--- src/rtl/sau_pkg.sv ---
// sau_pkg: shared types and constants for the stack arithmetic unit
package sau_pkg;

  // stack geometry and output limit
  localparam int STACK_DEPTH = 64;
  localparam int MAX_RESULTS = 64;
  localparam int AW          = $clog2(STACK_DEPTH);
  localparam int CW          = $clog2(STACK_DEPTH + 1);
  localparam int DW          = 32;

  // instruction codes
  localparam logic [2:0] F_PUSH  = 3'd0;
  localparam logic [2:0] F_ADD   = 3'd1;
  localparam logic [2:0] F_MUL   = 3'd2;
  localparam logic [2:0] F_PRINT = 3'd3;
  localparam logic [2:0] F_CLEAR = 3'd4;

  // result status codes
  localparam logic [1:0] ST_OK  = 2'd0;
  localparam logic [1:0] ST_BAD = 2'd1;
  localparam logic [1:0] ST_OVF = 2'd2;

  // request payload
  typedef struct packed {
    logic [2:0]          func;
    logic signed [31:0]  operand;
  } req_t;

  // result payload
  typedef struct packed {
    logic [1:0]          status;
    logic                has_value;
    logic signed [31:0]  stack_value;
    logic                last;
  } rsp_t;

endpackage

--- src/rtl/sau_stack_ram.sv ---
// sau_stack_ram: simple dual-port stack memory with registered read data
module sau_stack_ram #(
  parameter int DEPTH = 64,
  parameter int WIDTH = 32,
  localparam int AW = $clog2(DEPTH)
) (
  input  logic             clk,
  input  logic             we,
  input  logic [AW-1:0]    waddr,
  input  logic [WIDTH-1:0] wdata,
  input  logic             re,
  input  logic [AW-1:0]    raddr,
  output logic [WIDTH-1:0] rdata
);

  logic [WIDTH-1:0] mem [DEPTH];

  // write port
  always_ff @(posedge clk) begin
    if (we) begin
      mem[waddr] <= wdata;
    end
  end

  // read port, registered, holds data between reads
  always_ff @(posedge clk) begin
    if (re) begin
      rdata <= mem[raddr];
    end
  end

endmodule

--- src/rtl/stack_arith_unit_core.sv ---
// stack_arith_unit_core: stack machine top level with control sequencer
// Executes one instruction per request on a 64-entry stack of 32-bit words held in a
// synchronous RAM. A request is taken only while the sequencer is idle; the result
// register lets it take the next request while the previous result still waits.
// Push, clear and rejected instructions go through the emit state to the result. Add and
// multiply with count N walk the top N entries through the single RAM read port,
// one entry per cycle into a registered accumulator, then write back the result. Print
// moves each value by a RAM read, then a result load, and waits while the result
// side stalls. Up to 64 results per print.
module stack_arith_unit_core (
  input  logic          clk,
  input  logic          rst,
  input  logic          req_valid,
  output logic          req_stall,
  input  sau_pkg::req_t req,
  output logic          rsp_valid,
  input  logic          rsp_stall,
  output sau_pkg::rsp_t rsp
);
  import sau_pkg::*;

  // sequencer states
  localparam logic [2:0] S_IDLE  = 3'd0;
  localparam logic [2:0] S_EMIT  = 3'd1;
  localparam logic [2:0] S_RED   = 3'd2;
  localparam logic [2:0] S_WB    = 3'd3;
  localparam logic [2:0] S_PRD   = 3'd4;
  localparam logic [2:0] S_PWAIT = 3'd5;

  logic [2:0]    state;
  logic [CW-1:0] cnt;
  logic [1:0]    res_status;
  logic [AW-1:0] rd_addr;
  logic [CW-1:0] rd_left;
  logic [CW-1:0] dat_left;
  logic [CW-1:0] red_n;
  logic          pend;
  logic          first;
  logic          is_mul;
  logic          prn_up;
  logic [DW-1:0] acc;

  logic          out_free;
  logic          rsp_load;
  logic          op_pos;
  logic [30:0]   op_mag;
  logic [30:0]   cnt_ext;
  logic          red_ok;
  logic          prn_top;
  logic [CW-1:0] top_idx;
  logic [AW-1:0] top_addr;
  logic [CW-1:0] wb_idx;
  logic [DW-1:0] red_val;

  logic          ram_we;
  logic [AW-1:0] ram_waddr;
  logic [DW-1:0] ram_wdata;
  logic          ram_re;
  logic [AW-1:0] ram_raddr;
  logic [DW-1:0] ram_rdata;

  // limit a print sequence to the result budget
  function automatic logic [CW-1:0] clamp_len(input logic [CW-1:0] len);
    if (32'(len) > 32'(MAX_RESULTS)) begin
      return CW'(MAX_RESULTS);
    end
    return len;
  endfunction

  // handshake and decode
  assign out_free  = !rsp_valid || !rsp_stall;
  assign rsp_load  = (state == S_EMIT || state == S_PWAIT) && out_free;
  assign req_stall = (state != S_IDLE);
  assign op_pos    = !req.operand[31];
  assign op_mag    = req.operand[30:0];
  assign cnt_ext   = 31'(cnt);
  assign red_ok    = op_pos && (op_mag >= 31'd2) && (op_mag <= cnt_ext);
  assign prn_top   = op_pos && (op_mag >= 31'd1) && (op_mag <= cnt_ext);
  assign top_idx   = cnt - CW'(1);
  assign top_addr  = top_idx[AW-1:0];
  assign wb_idx    = cnt - red_n;

  // reduction step, one multiply or add per cycle
  assign red_val = is_mul ? (acc * ram_rdata) : (acc + ram_rdata);

  // memory port control
  always_comb begin
    ram_we    = 1'b0;
    ram_waddr = '0;
    ram_wdata = '0;
    ram_re    = 1'b0;
    ram_raddr = rd_addr;
    if (state == S_IDLE && req_valid && req.func == F_PUSH &&
        cnt != CW'(STACK_DEPTH)) begin
      ram_we    = 1'b1;
      ram_waddr = cnt[AW-1:0];
      ram_wdata = $unsigned(req.operand);
    end else if (state == S_WB) begin
      ram_we    = 1'b1;
      ram_waddr = wb_idx[AW-1:0];
      ram_wdata = acc;
    end
    if ((state == S_RED && rd_left != '0) || state == S_PRD) begin
      ram_re = 1'b1;
    end
  end

  sau_stack_ram #(
    .DEPTH(STACK_DEPTH),
    .WIDTH(DW)
  ) u_ram (
    .clk  (clk),
    .we   (ram_we),
    .waddr(ram_waddr),
    .wdata(ram_wdata),
    .re   (ram_re),
    .raddr(ram_raddr),
    .rdata(ram_rdata)
  );

  // sequencer and result register
  always_ff @(posedge clk) begin
    if (rst) begin
      state     <= S_IDLE;
      cnt       <= '0;
      rsp_valid <= 1'b0;
      pend      <= 1'b0;
    end else begin
      if (rsp_valid && !rsp_stall && !rsp_load) begin
        rsp_valid <= 1'b0;
      end
      unique case (state)
        S_IDLE: begin
          if (req_valid) begin
            unique case (req.func)
              F_PUSH: begin
                if (cnt == CW'(STACK_DEPTH)) begin
                  res_status <= ST_OVF;
                end else begin
                  cnt        <= cnt + CW'(1);
                  res_status <= ST_OK;
                end
                state <= S_EMIT;
              end
              F_ADD, F_MUL: begin
                if (red_ok) begin
                  is_mul   <= (req.func == F_MUL);
                  red_n    <= op_mag[CW-1:0];
                  rd_addr  <= top_addr;
                  rd_left  <= op_mag[CW-1:0];
                  dat_left <= op_mag[CW-1:0];
                  first    <= 1'b1;
                  pend     <= 1'b0;
                  state    <= S_RED;
                end else begin
                  res_status <= ST_BAD;
                  state      <= S_EMIT;
                end
              end
              F_PRINT: begin
                if (cnt == '0) begin
                  res_status <= ST_OK;
                  state      <= S_EMIT;
                end else if (prn_top) begin
                  rd_addr <= top_addr;
                  prn_up  <= 1'b0;
                  rd_left <= clamp_len(op_mag[CW-1:0]);
                  state   <= S_PRD;
                end else begin
                  rd_addr <= '0;
                  prn_up  <= 1'b1;
                  rd_left <= clamp_len(cnt);
                  state   <= S_PRD;
                end
              end
              F_CLEAR: begin
                cnt        <= '0;
                res_status <= ST_OK;
                state      <= S_EMIT;
              end
              default: begin
                res_status <= ST_BAD;
                state      <= S_EMIT;
              end
            endcase
          end
        end
        S_EMIT: begin
          if (out_free) begin
            rsp_valid <= 1'b1;
            rsp       <= '{status: res_status, has_value: 1'b0,
                           stack_value: '0, last: 1'b1};
            state     <= S_IDLE;
          end
        end
        S_RED: begin
          // issue reads from the top down, fold the data in the cycle after each read
          pend <= (rd_left != '0);
          if (rd_left != '0) begin
            rd_addr <= rd_addr - AW'(1);
            rd_left <= rd_left - CW'(1);
          end
          if (pend) begin
            acc      <= first ? ram_rdata : red_val;
            first    <= 1'b0;
            dat_left <= dat_left - CW'(1);
            if (dat_left == CW'(1)) begin
              state <= S_WB;
            end
          end
        end
        S_WB: begin
          cnt        <= cnt - red_n + CW'(1);
          res_status <= ST_OK;
          state      <= S_EMIT;
        end
        S_PRD: begin
          rd_addr <= prn_up ? (rd_addr + AW'(1)) : (rd_addr - AW'(1));
          state   <= S_PWAIT;
        end
        S_PWAIT: begin
          if (out_free) begin
            rsp_valid <= 1'b1;
            rsp       <= '{status: ST_OK, has_value: 1'b1,
                           stack_value: $signed(ram_rdata),
                           last: (rd_left == CW'(1))};
            rd_left   <= rd_left - CW'(1);
            state     <= (rd_left == CW'(1)) ? S_IDLE : S_PRD;
          end
        end
        default: begin
          state <= S_IDLE;
        end
      endcase
    end
  end

  // stack fill never passes the depth
  a_cnt_bound: assert property (@(posedge clk) disable iff (rst)
    cnt <= CW'(STACK_DEPTH))
    else $error("stack count beyond depth");

  // a push onto a non-full stack grows it by one
  a_push_grow: assert property (@(posedge clk) disable iff (rst)
    (state == S_IDLE && req_valid && req.func == F_PUSH &&
     cnt != CW'(STACK_DEPTH)) |=> cnt == $past(cnt) + CW'(1))
    else $error("push did not grow the stack");

  // writeback of a reduction shrinks the stack by count minus one
  a_wb_shrink: assert property (@(posedge clk) disable iff (rst)
    (state == S_WB) |=> cnt == $past(cnt) - $past(red_n) + CW'(1))
    else $error("reduction writeback left a wrong count");

  // a reduction in progress always has data left to fold
  a_red_left: assert property (@(posedge clk) disable iff (rst)
    (state == S_RED) |-> dat_left != '0)
    else $error("reduction ran out of data");

endmodule

--- config.mk ---
export PLATFORM = sky130hd
export DESIGN_NAME = stack_arith_unit_core
export DESIGN_NICKNAME = d
export VERILOG_FILES = /design/src/rtl/sau_pkg.sv /design/src/rtl/sau_stack_ram.sv /design/src/rtl/stack_arith_unit_core.sv
export SDC_FILE = /design/constraint.sdc
export NUM_CORES = 2
export LEC_CHECK = 0
export ABC_AREA = 1
export BUFFER_PORTS_ARGS = -buffer_cell sky130_fd_sc_hd__buf_2
export CAP_MARGIN = 20
export CORE_UTILIZATION = 60
export DETAILED_ROUTE_END_ITERATION = 7
export PLACE_DENSITY_LB_ADDON = 0.2
export SKIP_LAST_GASP = 1
export SLEW_MARGIN = 10
export SYNTH_ARGS = -nofsm -noshare
export SYNTH_HDL_FRONTEND = slang
export SYNTH_SLANG_ARGS = --single-unit
export TNS_END_PERCENT = 5
--- constraint.sdc ---
create_clock -name clk -period 10.25 [get_ports clk]
set_input_delay 2.05 -clock clk [delete_from_list [all_inputs] [get_ports clk]]
set_output_delay 2.05 -clock clk [all_outputs]
set_load 0.05 [all_outputs]
==> impl_summary.txt <==
----------------------------------------------------
[Status]
  Outcome ... completed

[STA]
  Tightest slew margin relative to the limit ... 0.1979
  Hold violation total from the final report ... 0
  Final worst-path cycle share ... 0.7440
  Setup repair after global routing missed its margin ... no
  Maximum clock frequency ... between 100 and 150 MHz
  Final worst clock skew ... 0.03929 ns
  Worst Tran Pin Value ... about 1.2 ns
  Count of final max-slew check failures ... 0
  Final period demand of the worst path ... 7.626 ns
  Total setup violations reported at the end of the flow ... 0
  Final setup TNS ... 0 ns

[CTS]
  Hold-fix buffer count after cts ... 0
  TritonCTS clock tree ... yes
  Maximum buffer depth of the clock tree ... 3
  Sink Count ... 2192
  Clock transition at the registers of the reported paths ... 0.07 ns
  Root cell of the clock tree ... sky130_fd_sc_hd__clkbuf_16
  Total of cells resized after clock tree synthesis ... 0
  CTS buffer count ... 212
  Clock latency at the later pin of the worst-skew pair ... about 0.88 ns
  Htree depth ... 4
  Post-CTS Setup Repair Bufs ... 0

[Place]
  Half-perimeter wire length after placement ... 184.3 mm
  Number of port buffers ... 76
  Routability congestion estimate ... 0.9450

[Floorplanning]
  Floorplan die area ... 0.1784 mm2
  Die outline width ... 422.3 um
  Boundary Pins ... 77
  Placeable Area ... 0.1746 mm2
  Site row count ... 153
  Chip Height ... 422.3 um
  Starting utilization of the core area ... 0.6072

[Synth]
  Number of nets produced by synthesis ... 9980
  Sequential-to-total area share from yosys stat ... 0.6198
  Mapped Area ... 0.1060 mm2
  EDFF count, synth ... 2180
  Library cell occupying the most area in the post-synthesis netlist ... sky130_fd_sc_hd__edfxtp_1
  Register bit count reported by yosys ... 2192
  Post-synthesis cell type count ... 63
  Top_reg_cell synth ... sky130_fd_sc_hd__edfxtp_1
  Total of warnings raised by yosys ... 0
  Top-area cell type share of the netlist area ... 0.6176
  Number of standard cells after synthesis ... 9353
  Commonest cells post-synth ... sky130_fd_sc_hd__edfxtp_1 (2180), sky130_fd_sc_hd__nor2_1 (1614), sky130_fd_sc_hd__o21ai_0 (1346)
  Top area cells in the synthesized netlist ... sky130_fd_sc_hd__edfxtp_1 (62%), sky130_fd_sc_hd__fa_1 (7.7%), sky130_fd_sc_hd__o21ai_0 (6.4%)
  Share of flip-flops with an asynchronous set or reset after synthesis ... 0
  Most instantiated library cell after synthesis ... sky130_fd_sc_hd__edfxtp_1
  Post-synthesis area per instance ... 11.33 um2

[GRT]
  Vias in the first global route ... 71870
  Antenna violations before repair ... 17
  Wire length of the first global-routing pass ... 465.1 mm
  Overall Global Routing Usage ... 0.3557
  Largest net degree at the start of global routing ... 205
  Total global routing overflow ... 0

[Pwr]
  Switching Power ... roughly 0.005 W
  Fraction of power consumed by the clock network ... 0.392
  Switching Fraction ... 0.2501
  Part of the power in registers ... 0.489
  Leak pwr ... approximately 44 nW
  Internal ... 0.01502 W
  Maximum ir drop on the vdd rail ... roughly 0.16 mV
  Fraction of power consumed by combinational cells ... 0.119
  Cell Pwr Density ... 172.4 mW/mm2

[Finish]
  Total number of nets in the final design ... 9892
  Ratio of cells with drive above 1 in the final layout ... 0.07912
  Area Growth Syn to Fin ... 9.634%
  Final core occ ... 0.6657
  Number of fillers in the final layout ... 12700

[Worst setup path]
  Endpoint kind of the worst setup timing path ... register
  Number of buffers and inverters on the critical path ... 3
  Largest delay share family, worst path ... adder cells
  Arrival time at the worst endpoint ... 8.20 ns
  Worst R2R Start ... u_ram.rdata[16]$_DFFE_PP_
  Largest stage delay on the critical path ... about 1.1 ns
  Standard cell with the maximum stage delay on the critical path ... sky130_fd_sc_hd__edfxtp_1
  Maximum fanout along the worst path ... 18
  Critical path launch point type ... register
  Reg-to-reg endpoint ... acc[25]$_DFFE_PP_
  Crit-path most repeated cell ... sky130_fd_sc_hd__fa_1
  Critical path, cell by cell ... nand2_1, inv_1, fa_1, fa_1, inv_1, fa_1, fa_1, fa_1, inv_1, fa_1, fa_1, fa_1, ha_1, nand2_1, nor4_1, o21ai_0, nand3_1, a21oi_1, o21ai_0, a31oi_1
  Worst reg-to-reg path cell count ... 20
  Register-to-register setup slack ... 2.62 ns
  CP Class ... register to register
  Worst path required time ... 10.82 ns

[Drt]
  Routed length on met3 ... 39.19 mm
  Violation count after the first detailed-routing iteration ... roughly 11000
  DR WL met2 ... 145.9 mm
  Avg Vias per Cell ... 6.377
  Total Wirelength ... 320.1 mm
  Top layer reached by signal wires ... met5
  Count of TritonRoute iterations in the first routing pass ... 6
  Wire length per cell after detailed routing ... between 20 and 30 um
  Post-route met1 wirelength ... 116.8 mm
  Count of unresolved DRC violations after routing ... 0
  Post-detailed-route count of antenna-violating nets ... 0
  Via total after detailed routing ... about 75000

[Worst hold path]
  Worst Hold Class ... register to register
  Depth of the worst hold-timing path ... 2
  Hold Crit Start ... pend$_SDFFE_PP0P_
  Hold endpoint ... pend$_SDFFE_PP0P_

[Flow run]
  Max-capacitance violation count ... 0

----------------------------------------------------
## metal layers
layer,vias up,GRT usage
met5,-,0
met4,18,0.1832
met3,879,0.07531
met2,4792,0.5524
met1,36920,0.4766
li1,32450,-
## per-stage QoR
step	total power [W]	instance area (um2)	worst slack (ns)	instances	hold WS [ns]
finish	0.02003	116200	2.624	11770	0.4976
global route	0.02060	116200	2.384	11770	0.5230
CTS	0.02002	116200	2.708	11760	0.4994
detailed placement	0.01231	109200	2.711	11370	0.4897
global placement	0.01229	109200	2.512	11370	0.4697
floorplan	0.01156	106000	3.585	9353	0.4546
## flip-flops by register name, indices dropped and copies added (netlist names)
| register | cells |
|---|---|
| u_ram.mem | 2048 |
| rsp | 36 |
| acc | 32 |
| u_ram.rdata | 32 |
| cnt | 7 |
| dat_left | 7 |
| rd_left | 7 |
| red_n | 7 |
| ram_raddr | 6 |
| state | 3 |
| res_status | 2 |
| first | 1 |
| is_mul | 1 |
| pend | 1 |
| prn_up | 1 |
| rsp_valid | 1 |
## cells by family (layout without fill, tap and decap cells)
kind of cell / count (synthesis) / in the layout / share of synthesized area
AOI/OAI and AO/OA: 2345 / 2345 / 0.1236
xor gates and xnor gates: 48 / 48 / 0.003966
adders and majority gates: 588 / 588 / 0.09844
buffers and inverters: 1508 / 1596 / 0.05546
DFF: 2192 / 2192 / 0.6198
other: 0 / 4 / 0
and+or+nand+nor: 2672 / 2672 / 0.09868
## worst reg2reg max path, delay by kind of cell, from the launching register on
family / cells / cell delay, ns
AND/OR/NAND/NOR: 4 / 0.97
AO/OA/AOI/OAI: 4 / 0.71
flip-flops: 1 / 1.14
adder cells (fa/ha/maj): 9 / 4.33
buffers and inverters: 3 / 0.21
## area by class of cell
type	count	area, um2	share of cell area
inverter	926	3501	0.03012
clock inverter	139	1384	0.01191
antenna	4	10.01	0.00008613
timing repair buffer	280	2079	0.01789
clock buffer	251	5558	0.04782
sequential	2192	65700	0.5654
tap	2325	2909	0.02503
multi-input combinational	5653	35070	0.3018
## worst max-delay path by stage
stage | cells after the start | to | slack (ns) | start
4_1_cts | 20 | acc[25]$_DFFE_PP_ | 2.71 | u_ram.rdata[14]$_DFFE_PP_
3_5_place_dp | 20 | acc[25]$_DFFE_PP_ | 2.71 | u_ram.rdata[14]$_DFFE_PP_
3_3_place_gp | 20 | acc[25]$_DFFE_PP_ | 2.51 | u_ram.rdata[15]$_DFFE_PP_
6_report | 20 | acc[25]$_DFFE_PP_ | 2.62 | u_ram.rdata[16]$_DFFE_PP_
2_1_floorplan | 27 | acc[31]$_DFFE_PP_ | 3.59 | u_ram.rdata[2]$_DFFE_PP_
5_1_grt | 21 | acc[25]$_DFFE_PP_ | 2.38 | acc[7]$_DFFE_PP_
## placed cells by master (no fill, tap or decap), drive strengths merged, types with 25 or more instances in the layout
cell type	count
a21oi	123
a31oi	29
buf	280
bufinv	25
clkbuf	251
clkinv	104
edfxtp	2180
fa	410
ha	178
inv	929
nand2	879
nand3	108
nor2	1619
nor3	28
o21ai	1433
o22ai	644
o32ai	34
xor2	32
## power by group through the flow
stage,Combinational [W],Sequential [W],Clock [W]
finish,0.00238,0.00980,0.00786
global route,0.00259,0.00979,0.00822
CTS,0.00234,0.00980,0.00788
detailed placement,0.00233,0.00999,0
global placement,0.00230,0.00999,0
floorplan,0.00156,0.0100,0
Note: power is estimated with default switching activity, not from simulation.
